[src/rtl/nud_pkg.sv]
`timescale 1ns / 1ps
// ----------------------------------------------------------------------------
// nud_pkg
// Shared constants, token type and bit helpers for the nested UTF-8 decoder.
// ----------------------------------------------------------------------------
package nud_pkg;

    localparam int BYTE_W     = 8;
    localparam int BUF_W      = 64;
    localparam int CODE_W     = 42;
    localparam int REM_W      = 4;
    localparam int CFG_W      = 3;
    localparam int MAX_LEVELS = 4;
    localparam int LVL_W      = $clog2(MAX_LEVELS + 1);
    localparam int LZ_W       = $clog2(BUF_W);
    localparam int M_TDATA_W  = ((CODE_W + 7) / 8) * 8;

    localparam logic [CFG_W-1:0] DECODE_LEVELS_RST = CFG_W'(4);
    localparam logic [LVL_W-1:0] LEVELS_SAT        = LVL_W'(MAX_LEVELS);

    // one sequence as it travels down the row of level cells
    typedef struct packed {
        logic [BUF_W-1:0] value;
        logic             err;
        logic [LVL_W-1:0] cnt;
    } t_token;

    // count of leading ones in a byte, 0..8
    function automatic logic [REM_W-1:0] lead_ones8(input logic [BYTE_W-1:0] b);
        logic [REM_W-1:0] n;
        logic             stop;
        n    = '0;
        stop = 1'b0;
        for (int i = BYTE_W - 1; i >= 0; i--) begin
            if (!stop) begin
                if (b[i]) begin
                    n = n + REM_W'(1);
                end else begin
                    stop = 1'b1;
                end
            end
        end
        return n;
    endfunction

    // count of leading zeros of a nonzero word
    function automatic logic [LZ_W-1:0] lzc64(input logic [BUF_W-1:0] v);
        logic [LZ_W-1:0] lz;
        logic            found;
        lz    = '0;
        found = 1'b0;
        for (int i = BUF_W - 1; i >= 0; i--) begin
            if (!found) begin
                if (v[i]) begin
                    found = 1'b1;
                end else begin
                    lz = lz + LZ_W'(1);
                end
            end
        end
        return lz;
    endfunction

    // gather the payload bits of a normalized word whose top byte has n lead ones
    function automatic logic [CODE_W-1:0] gather(input logic [BUF_W-1:0] w,
                                                 input logic [REM_W-1:0] n);
        logic [CODE_W-1:0] r;
        logic [BYTE_W-1:0] lead;
        lead = w[BUF_W-1 -: BYTE_W] & (8'hFF >> n);
        r    = CODE_W'(lead);
        for (int g = 1; g < BYTE_W; g++) begin
            if (REM_W'(g) < n) begin
                r = {r[CODE_W-7:0], w[BUF_W-3-BYTE_W*g -: 6]};
            end
        end
        return r;
    endfunction

endpackage

[src/rtl/nested_utf8_decoder.sv]
`timescale 1ns / 1ps
// ----------------------------------------------------------------------------
// nested_utf8_decoder
// Frames a byte stream into UTF-8-style sequences and decodes each one up to
// MAX_LEVELS times through a row of level cells.
// ----------------------------------------------------------------------------
// One byte is taken per cycle while s_axis_tready is high. A sequence ends
// on its last byte and its result then passes through the framer register
// and, in each level cell, a register after the leading zero strip and one
// after the bit gather. Every cell is always in the path; decode_levels only
// sets how many cells act on the value. Bytes that do not end a sequence
// give no output transfer. Backpressure on the output stalls the row one
// stage at a time, so bytes keep flowing until the stages between the
// framer and the output are full. decode_levels is written through
// i_cfg_we/i_cfg_wdata while the block is idle, a rule for the user that
// the block does not enforce; values above MAX_LEVELS act as MAX_LEVELS.
// ----------------------------------------------------------------------------
module nested_utf8_decoder
    import nud_pkg::*;
(
    input  logic                 i_clk,
    input  logic                 i_rst_n,
    input  logic                 i_cfg_we,
    input  logic [CFG_W-1:0]     i_cfg_wdata,    // decode_levels
    input  logic                 s_axis_tvalid,
    output logic                 s_axis_tready,
    input  logic [BYTE_W-1:0]    s_axis_tdata,   // [7:0] in_byte
    output logic                 m_axis_tvalid,
    input  logic                 m_axis_tready,
    output logic [M_TDATA_W-1:0] m_axis_tdata,   // [41:0] code_value, rest zero
    output logic                 m_axis_tuser    // [0] zero_error
);

    logic [CFG_W-1:0] r_decode_levels;
    logic             v   [MAX_LEVELS+1];
    logic             rdy [MAX_LEVELS+1];
    t_token           tok [MAX_LEVELS+1];

    // configuration register
    always_ff @(posedge i_clk) begin
        if (!i_rst_n) begin
            r_decode_levels <= DECODE_LEVELS_RST;
        end else if (i_cfg_we) begin
            r_decode_levels <= i_cfg_wdata;
        end
    end

    // sequence framing
    nud_framer u_framer (
        .i_clk    (i_clk),
        .i_rst_n  (i_rst_n),
        .i_valid  (s_axis_tvalid),
        .o_ready  (s_axis_tready),
        .i_byte   (s_axis_tdata),
        .i_levels (r_decode_levels),
        .o_valid  (v[0]),
        .i_ready  (rdy[0]),
        .o_token  (tok[0])
    );

    // row of decode level cells
    for (genvar k = 0; k < MAX_LEVELS; k++) begin : g_cell
        nud_level_cell u_cell (
            .i_clk   (i_clk),
            .i_rst_n (i_rst_n),
            .i_valid (v[k]),
            .o_ready (rdy[k]),
            .i_token (tok[k]),
            .o_valid (v[k+1]),
            .i_ready (rdy[k+1]),
            .o_token (tok[k+1])
        );
    end

    // output transfer
    assign rdy[MAX_LEVELS] = m_axis_tready;
    assign m_axis_tvalid   = v[MAX_LEVELS];
    assign m_axis_tuser    = tok[MAX_LEVELS].err;
    assign m_axis_tdata    = tok[MAX_LEVELS].err
                             ? '0
                             : M_TDATA_W'(tok[MAX_LEVELS].value[CODE_W-1:0]);

endmodule

[src/rtl/nud_framer.sv]
`timescale 1ns / 1ps
// ----------------------------------------------------------------------------
// nud_framer
// Collects stream bytes into sequences by the lead byte's count of leading
// ones and hands each completed sequence on as a token.
// ----------------------------------------------------------------------------
module nud_framer
    import nud_pkg::*;
(
    input  logic              i_clk,
    input  logic              i_rst_n,
    input  logic              i_valid,
    output logic              o_ready,
    input  logic [BYTE_W-1:0] i_byte,
    input  logic [CFG_W-1:0]  i_levels,
    output logic              o_valid,
    input  logic              i_ready,
    output t_token            o_token
);

    logic [BUF_W-1:0] r_buf, n_buf;
    logic [REM_W-1:0] r_rem, n_rem;
    logic             r_valid;
    t_token           r_token, n_token;
    logic             acc;
    logic             done;
    logic [REM_W-1:0] lead_n;
    logic [REM_W-1:0] rem_cur;
    logic [BUF_W-1:0] sum;

    assign o_ready = !r_valid || i_ready;
    assign acc     = i_valid && o_ready;

    // frame the incoming byte
    always_comb begin
        lead_n = lead_ones8(i_byte);
        if (r_rem == '0) begin
            rem_cur = (lead_n == '0) ? REM_W'(1) : lead_n;
            sum     = BUF_W'(i_byte);
        end else begin
            rem_cur = r_rem;
            sum     = r_buf | BUF_W'(i_byte);
        end
        n_rem = rem_cur - REM_W'(1);
        done  = (n_rem == '0);
        n_buf = done ? sum : (sum << BYTE_W);
        n_token.value = sum;
        n_token.err   = 1'b0;
        n_token.cnt   = ({1'b0, i_levels} > REM_W'(MAX_LEVELS)) ? LEVELS_SAT
                                                                 : LVL_W'(i_levels);
    end

    // sequence state
    always_ff @(posedge i_clk) begin
        if (!i_rst_n) begin
            r_buf <= '0;
            r_rem <= '0;
        end else if (acc) begin
            r_buf <= n_buf;
            r_rem <= n_rem;
        end
    end

    // token register toward the first level cell
    always_ff @(posedge i_clk) begin
        if (!i_rst_n) begin
            r_valid <= 1'b0;
        end else if (o_ready) begin
            r_valid <= acc && done;
        end
    end

    always_ff @(posedge i_clk) begin
        if (acc && done) begin
            r_token <= n_token;
        end
    end

    assign o_valid = r_valid;
    assign o_token = r_token;

`ifndef NO_ASSERTIONS
    a_rem_bound: assert property (@(posedge i_clk) disable iff (!i_rst_n)
        r_rem <= REM_W'(8))
        else $error("remaining byte count out of range");

    a_last_emits: assert property (@(posedge i_clk) disable iff (!i_rst_n)
        acc && r_rem == REM_W'(1) |=> r_valid)
        else $error("last byte of a sequence gave no token");

    a_hold: assert property (@(posedge i_clk) disable iff (!i_rst_n)
        r_valid && !i_ready |=> r_valid && $stable(r_token))
        else $error("stalled token changed");
`endif

endmodule

[src/rtl/nud_level_cell.sv]
`timescale 1ns / 1ps
// ----------------------------------------------------------------------------
// nud_level_cell
// One decode level: a normalize stage (leading zero strip) and a gather stage
// (lead-one count and payload bit collection), each with its own register.
// ----------------------------------------------------------------------------
module nud_level_cell
    import nud_pkg::*;
(
    input  logic   i_clk,
    input  logic   i_rst_n,
    input  logic   i_valid,
    output logic   o_ready,
    input  t_token i_token,
    output logic   o_valid,
    input  logic   i_ready,
    output t_token o_token
);

    logic   r_v1, r_v2;
    logic   r_act1, n_act1;
    t_token r_t1, n_t1;
    t_token r_t2, n_t2;
    logic   s2_rdy;

    assign s2_rdy  = !r_v2 || i_ready;
    assign o_ready = !r_v1 || s2_rdy;

    // normalize: flag a zero value, else shift out the leading zeros
    always_comb begin
        n_t1   = i_token;
        n_act1 = (i_token.cnt != '0) && !i_token.err;
        if (n_act1 && i_token.value == '0) begin
            n_t1.err = 1'b1;
            n_act1   = 1'b0;
        end
        if (n_act1) begin
            n_t1.value = i_token.value << lzc64(i_token.value);
        end
    end

    // gather the payload bits into the next level's value
    always_comb begin
        n_t2 = r_t1;
        if (r_act1) begin
            n_t2.value = BUF_W'(gather(r_t1.value, lead_ones8(r_t1.value[BUF_W-1 -: BYTE_W])));
            n_t2.cnt   = r_t1.cnt - LVL_W'(1);
        end
    end

    // stage valid flags
    always_ff @(posedge i_clk) begin
        if (!i_rst_n) begin
            r_v1 <= 1'b0;
            r_v2 <= 1'b0;
        end else begin
            if (o_ready) begin
                r_v1 <= i_valid;
            end
            if (s2_rdy) begin
                r_v2 <= r_v1;
            end
        end
    end

    // stage payloads
    always_ff @(posedge i_clk) begin
        if (o_ready && i_valid) begin
            r_t1   <= n_t1;
            r_act1 <= n_act1;
        end
        if (s2_rdy && r_v1) begin
            r_t2 <= n_t2;
        end
    end

    assign o_valid = r_v2;
    assign o_token = r_t2;

`ifndef NO_ASSERTIONS
    a_err_clears_act: assert property (@(posedge i_clk) disable iff (!i_rst_n)
        r_v1 && r_t1.err |-> !r_act1)
        else $error("level active on an errored token");

    a_act_norm: assert property (@(posedge i_clk) disable iff (!i_rst_n)
        r_v1 && r_act1 |-> r_t1.value[BUF_W-1])
        else $error("normalized value lacks its top bit");

    a_cnt_step: assert property (@(posedge i_clk) disable iff (!i_rst_n)
        r_v1 && r_act1 && s2_rdy |=> r_t2.cnt == $past(r_t1.cnt) - LVL_W'(1))
        else $error("level count not decremented");
`endif

endmodule
[config.mk]
export PLATFORM = sky130hd
export DESIGN_NAME = nested_utf8_decoder
export DESIGN_NICKNAME = d
export VERILOG_FILES = /design/src/rtl/nud_pkg.sv /design/src/rtl/nested_utf8_decoder.sv /design/src/rtl/nud_framer.sv /design/src/rtl/nud_level_cell.sv
export SDC_FILE = /design/constraint.sdc
export NUM_CORES = 2
export LEC_CHECK = 0
export ABC_AREA = 1
export BUFFER_PORTS_ARGS = -buffer_cell sky130_fd_sc_hd__buf_4
export CAP_MARGIN = 10
export CORE_AREA = 2 2 558 505
export CTS_BUF_LIST = sky130_fd_sc_hd__clkbuf_8 sky130_fd_sc_hd__clkbuf_16
export DETAILED_ROUTE_END_ITERATION = 10
export DIE_AREA = 0 0 560 507
export PLACE_DENSITY = 0.42
export SLEW_MARGIN = 5
export SYNTH_ARGS = -nofsm -noshare
export SYNTH_HDL_FRONTEND = slang
export SYNTH_SLANG_ARGS = --single-unit
[constraint.sdc]
create_clock -name i_clk -period 49.6 [get_ports i_clk]
set_input_delay 2.48 -clock i_clk [delete_from_list [all_inputs] [get_ports i_clk]]
set_output_delay 2.48 -clock i_clk [all_outputs]
set_load 0.03 [all_outputs]
==> impl_metrics.yaml <==
status:
  outcome: "finished, final reports clean"
die:
  die_h_um: 507
  num_rows: 184
  die_area_um2: 283900
  core_um2: 278100
  start_util_pct: 29.85
  die_x_um: 560
  io_pins: 67
synth:
  ys_types: 86
  ys_ff_latch: 663
  netlist_instances: 13750
  synthArstFlopShare_pct: 0
  synth_edf_count: 583
  yosysWarningCount: 0
  ys.flop_type: "edfxtp_1"
  syn_area_um2: 83010
  ys_seq_area_share_pct: 23.02
  syn_avg_cell_area_um2: 6.039
timing:
  fin_setup_tns_ps: 0
  rsz0062_at_grt: "no"
  timing.hold.ws_ps: 416.4
  max_slew_margin_pct: 25.82
  timing.fmax_mhz: 25.85
  tightest_slew_ps: 1113
  setup_viol_count_final: 0
  final-max-slew-violation-count: 0
  fin_crit_ps: 38690
  skew_ps: 71.49
  hold_viol: 0
  post-route-period-util_pct: 78.01
power_and_ir_drop:
  max-vdd-ir-drop_mv: 0.02491
  power_density_nw_per_um2: 18.42
  p_sw_uw: 509.5
  pwr-share-clk_pct: 42.8
  cellInternalPower_uw: 1108
  cellLeakagePower_uw: 0.04468
  combPwrFrac_pct: 16.9
  seq_power_share_pct: 40.3
  switching_share_pct: 31.49
clock_tree:
  postCtsHoldBufs: 0
  clock_latency_ps: 750
  clk_pin_slew_ps: 60
  cts_tree: "built"
  post_cts.repair.setup_buffers: 0
  cts_htree_levels: 3
  cts.sinks: 663
  root_buffer: "clkbuf_16"
  ctsResizeCount: 0
  cts-buffers-inserted: 89
  clockBufferDepth: 3
worst_setup_path:
  required_ps: 50080
  r2r_slack_ps: 10910
  critical_path_class: "reg2reg"
  endpoint_kind: "flop"
  path_max_fanout: 62
  start_kind: "flop"
  slowest_stage: "inv_2"
  worst_path_largest_cell_delay_ps: 640
  critPathArrivalTime_ps: 39170
  cpMostUsedCell: "ha_1"
drt:
  wl_per_cell_um: 18.95
  routed_wl_mm: 328.4
  ant_nets: 0
  drtIter0Drc: 8256
  num_vias: 84450
  drt-vias-per-instance: 4.873
  drt-pass1-iter-count: 6
  drc_errors: 0
cells_and_area:
  fillCellCount: 31950
  multi_input_area_um2: 51250
  area_growth_pct: 5.844
  drive_gt1_share_pct: 7.920
  fin_nets: 13830
  seq_area_um2: 19110
global_route:
  grt_pass1_vias: 77770
  grt_max_degree: 85
  grt_pass1_wl_mm: 495.6
  track_usage_pct: 22.48
  overflow: 0
  grt_antenna_before_repair: 9
job:
  cap_viol_max_count: 0
placement:
  dpl.hpwl_mm: 263.3
  finalWeightedCongestion: 0.9211
  io_buffer_count: 60
hold_path:
  hold_path.class: "reg2reg"
## per-layer routing
layer | global-route usage [%] | routed length (um) | vias to the layer above
met5 | 0 | 58 | -
met2 | 32.04 | 129200 | 2293
met3 | 3.116 | 21190 | 292
met1 | 35.05 | 170500 | 38260
met4 | 4.905 | 7481 | 8
li1 | - | - | 43600
## power groups by stage
stage	combinational [uW]	clock, uW	sequential, uW
final	273	693	652
after global routing	307	729	654
after CTS	270	708	652
after detailed placement	269	0	663
after global placement	271	0	664
after floorplan	191	0	652
## state kept, by name (all words and copies together), names as in the netlist, 3 cells and up
| name | cells |
|---|---|
| g_cell.u_cell.r_t1 | 261 |
| g_cell.u_cell.o_token | 247 |
| g_cell.u_cell.r_act1 | 4 |
| u_framer.o_token | 67 |
| u_framer.r_rem | 4 |
| g_cell.u_cell.r_v1 | 4 |
| g_cell.u_cell.o_valid | 4 |
| r_decode_levels | 3 |
| u_framer.r_buf | 64 |
| g_cell.u_cell.n_t2 | 4 |
## kinds of logic after synthesis
family / share of synthesized area (%)
buffers and inverters: 15.40
AND/OR/NAND/NOR: 42.97
flip-flops: 23.02
multiplexers: 0.6165
XOR/XNOR: 2.234
adder cells (fa/ha/maj): 4.190
AO/OA/AOI/OAI: 11.56
other: 0.004518
## stage by stage
stage / std cells / cell area (um2) / total power (uW) / setup slack [ps] / util, %
final: 17330 / 87860 / 1618 / 10910 / 31.59
after global routing: 17330 / 87860 / 1689 / 7124 / 31.59
after CTS: 17330 / 87860 / 1630 / 11020 / 31.59
after detailed placement: 17170 / 84810 / 932.1 / 11140 / 30.49
after global placement: 17170 / 84810 / 934.6 / 11130 / 30.49
after floorplan: 13750 / 83030 / 842.6 / 15410 / -
## cell usage in the layout (no fill, tap or decap), types with 11 or more instances in the layout
master / netlist / routed
xor2_1: 138 / 138
o22ai_1: 138 / 138
inv_4: 72 / 72
ha_1: 278 / 278
o21ai_2: 77 / 77
or2_2: 39 / 39
nor2_2: 113 / 110
a21boi_0: 13 / 13
nor4_1: 25 / 24
dfxtp_1: 80 / 80
edfxtp_1: 583 / 583
nand2_1: 4938 / 4934
nor3_1: 99 / 98
a22oi_1: 21 / 21
o21ai_0: 679 / 679
o21ai_1: 153 / 153
nor2_1: 1028 / 1022
nor2_4: 134 / 143
buf_4: 57 / 159
a221oi_1: 11 / 11
a21oi_1: 334 / 332
o221ai_1: 85 / 85
nand2_4: 26 / 27
a31oi_1: 12 / 12
clkinv_1: 19 / 35
nand4_1: 138 / 138
nand3b_1: 61 / 61
o21a_1: 27 / 27
nand3_1: 1430 / 1430
nand3_2: 43 / 43
xnor2_1: 71 / 71
nor2_8: 12 / 12
nand2_2: 58 / 61
inv_1: 1990 / 1996
bufinv_16: 0 / 11
mux2i_1: 50 / 50
clkbuf_16: 0 / 92
o211ai_1: 56 / 56
inv_2: 156 / 161
## cells in the mapped netlist (153+ instances only)
master    instances  area (um2)
inv_1          1990        7470
a21oi_1         334        1672
o21ai_0         679        3398
o21ai_1         153       765.7
edfxtp_1        583       17510
ha_1            278        3478
nand2_1        4938       18540
clkbuf_1        153       574.3
inv_2           156       585.6
clkbuf_8        162        2230
nand3_1        1430        7157
nor2_1         1028        3859
## final timing paths
path / startpoint / endpoint / depth (start not counted)
worst max-delay path: u_framer.o_token[65] / g_cell[0].u_cell.r_t1[53] / 236
worst min-delay path: g_cell[2].u_cell.n_t2[3] / g_cell[2].u_cell.o_token[3] / 0
worst max register to register: u_framer.o_token[65] / g_cell[0].u_cell.r_t1[53] / 236
worst min register to register: g_cell[2].u_cell.n_t2[3] / g_cell[2].u_cell.o_token[3] / 0
## critical path, delay by kind of cell (launching register included)
family                     cells  cell delay [ps]
adders and majority gates     61            16480
AOI/OAI and AO/OA             51             8720
and+or+nand+nor               68             8000
buffers and inverters         55             4550
DFF                            1              470
muxes                          1              130
## cell type report
class	instances	share of cell area, %
inverter	2240	9.792
clock inverter	66	0.7719
tap	3720	5.298
timing repair buffer	159	1.359
multi-input combinational	10390	58.33
sequential	663	21.75
clock buffer	97	2.699
antenna	1	0.002848
Note: power is estimated with default switching activity, not from simulation.
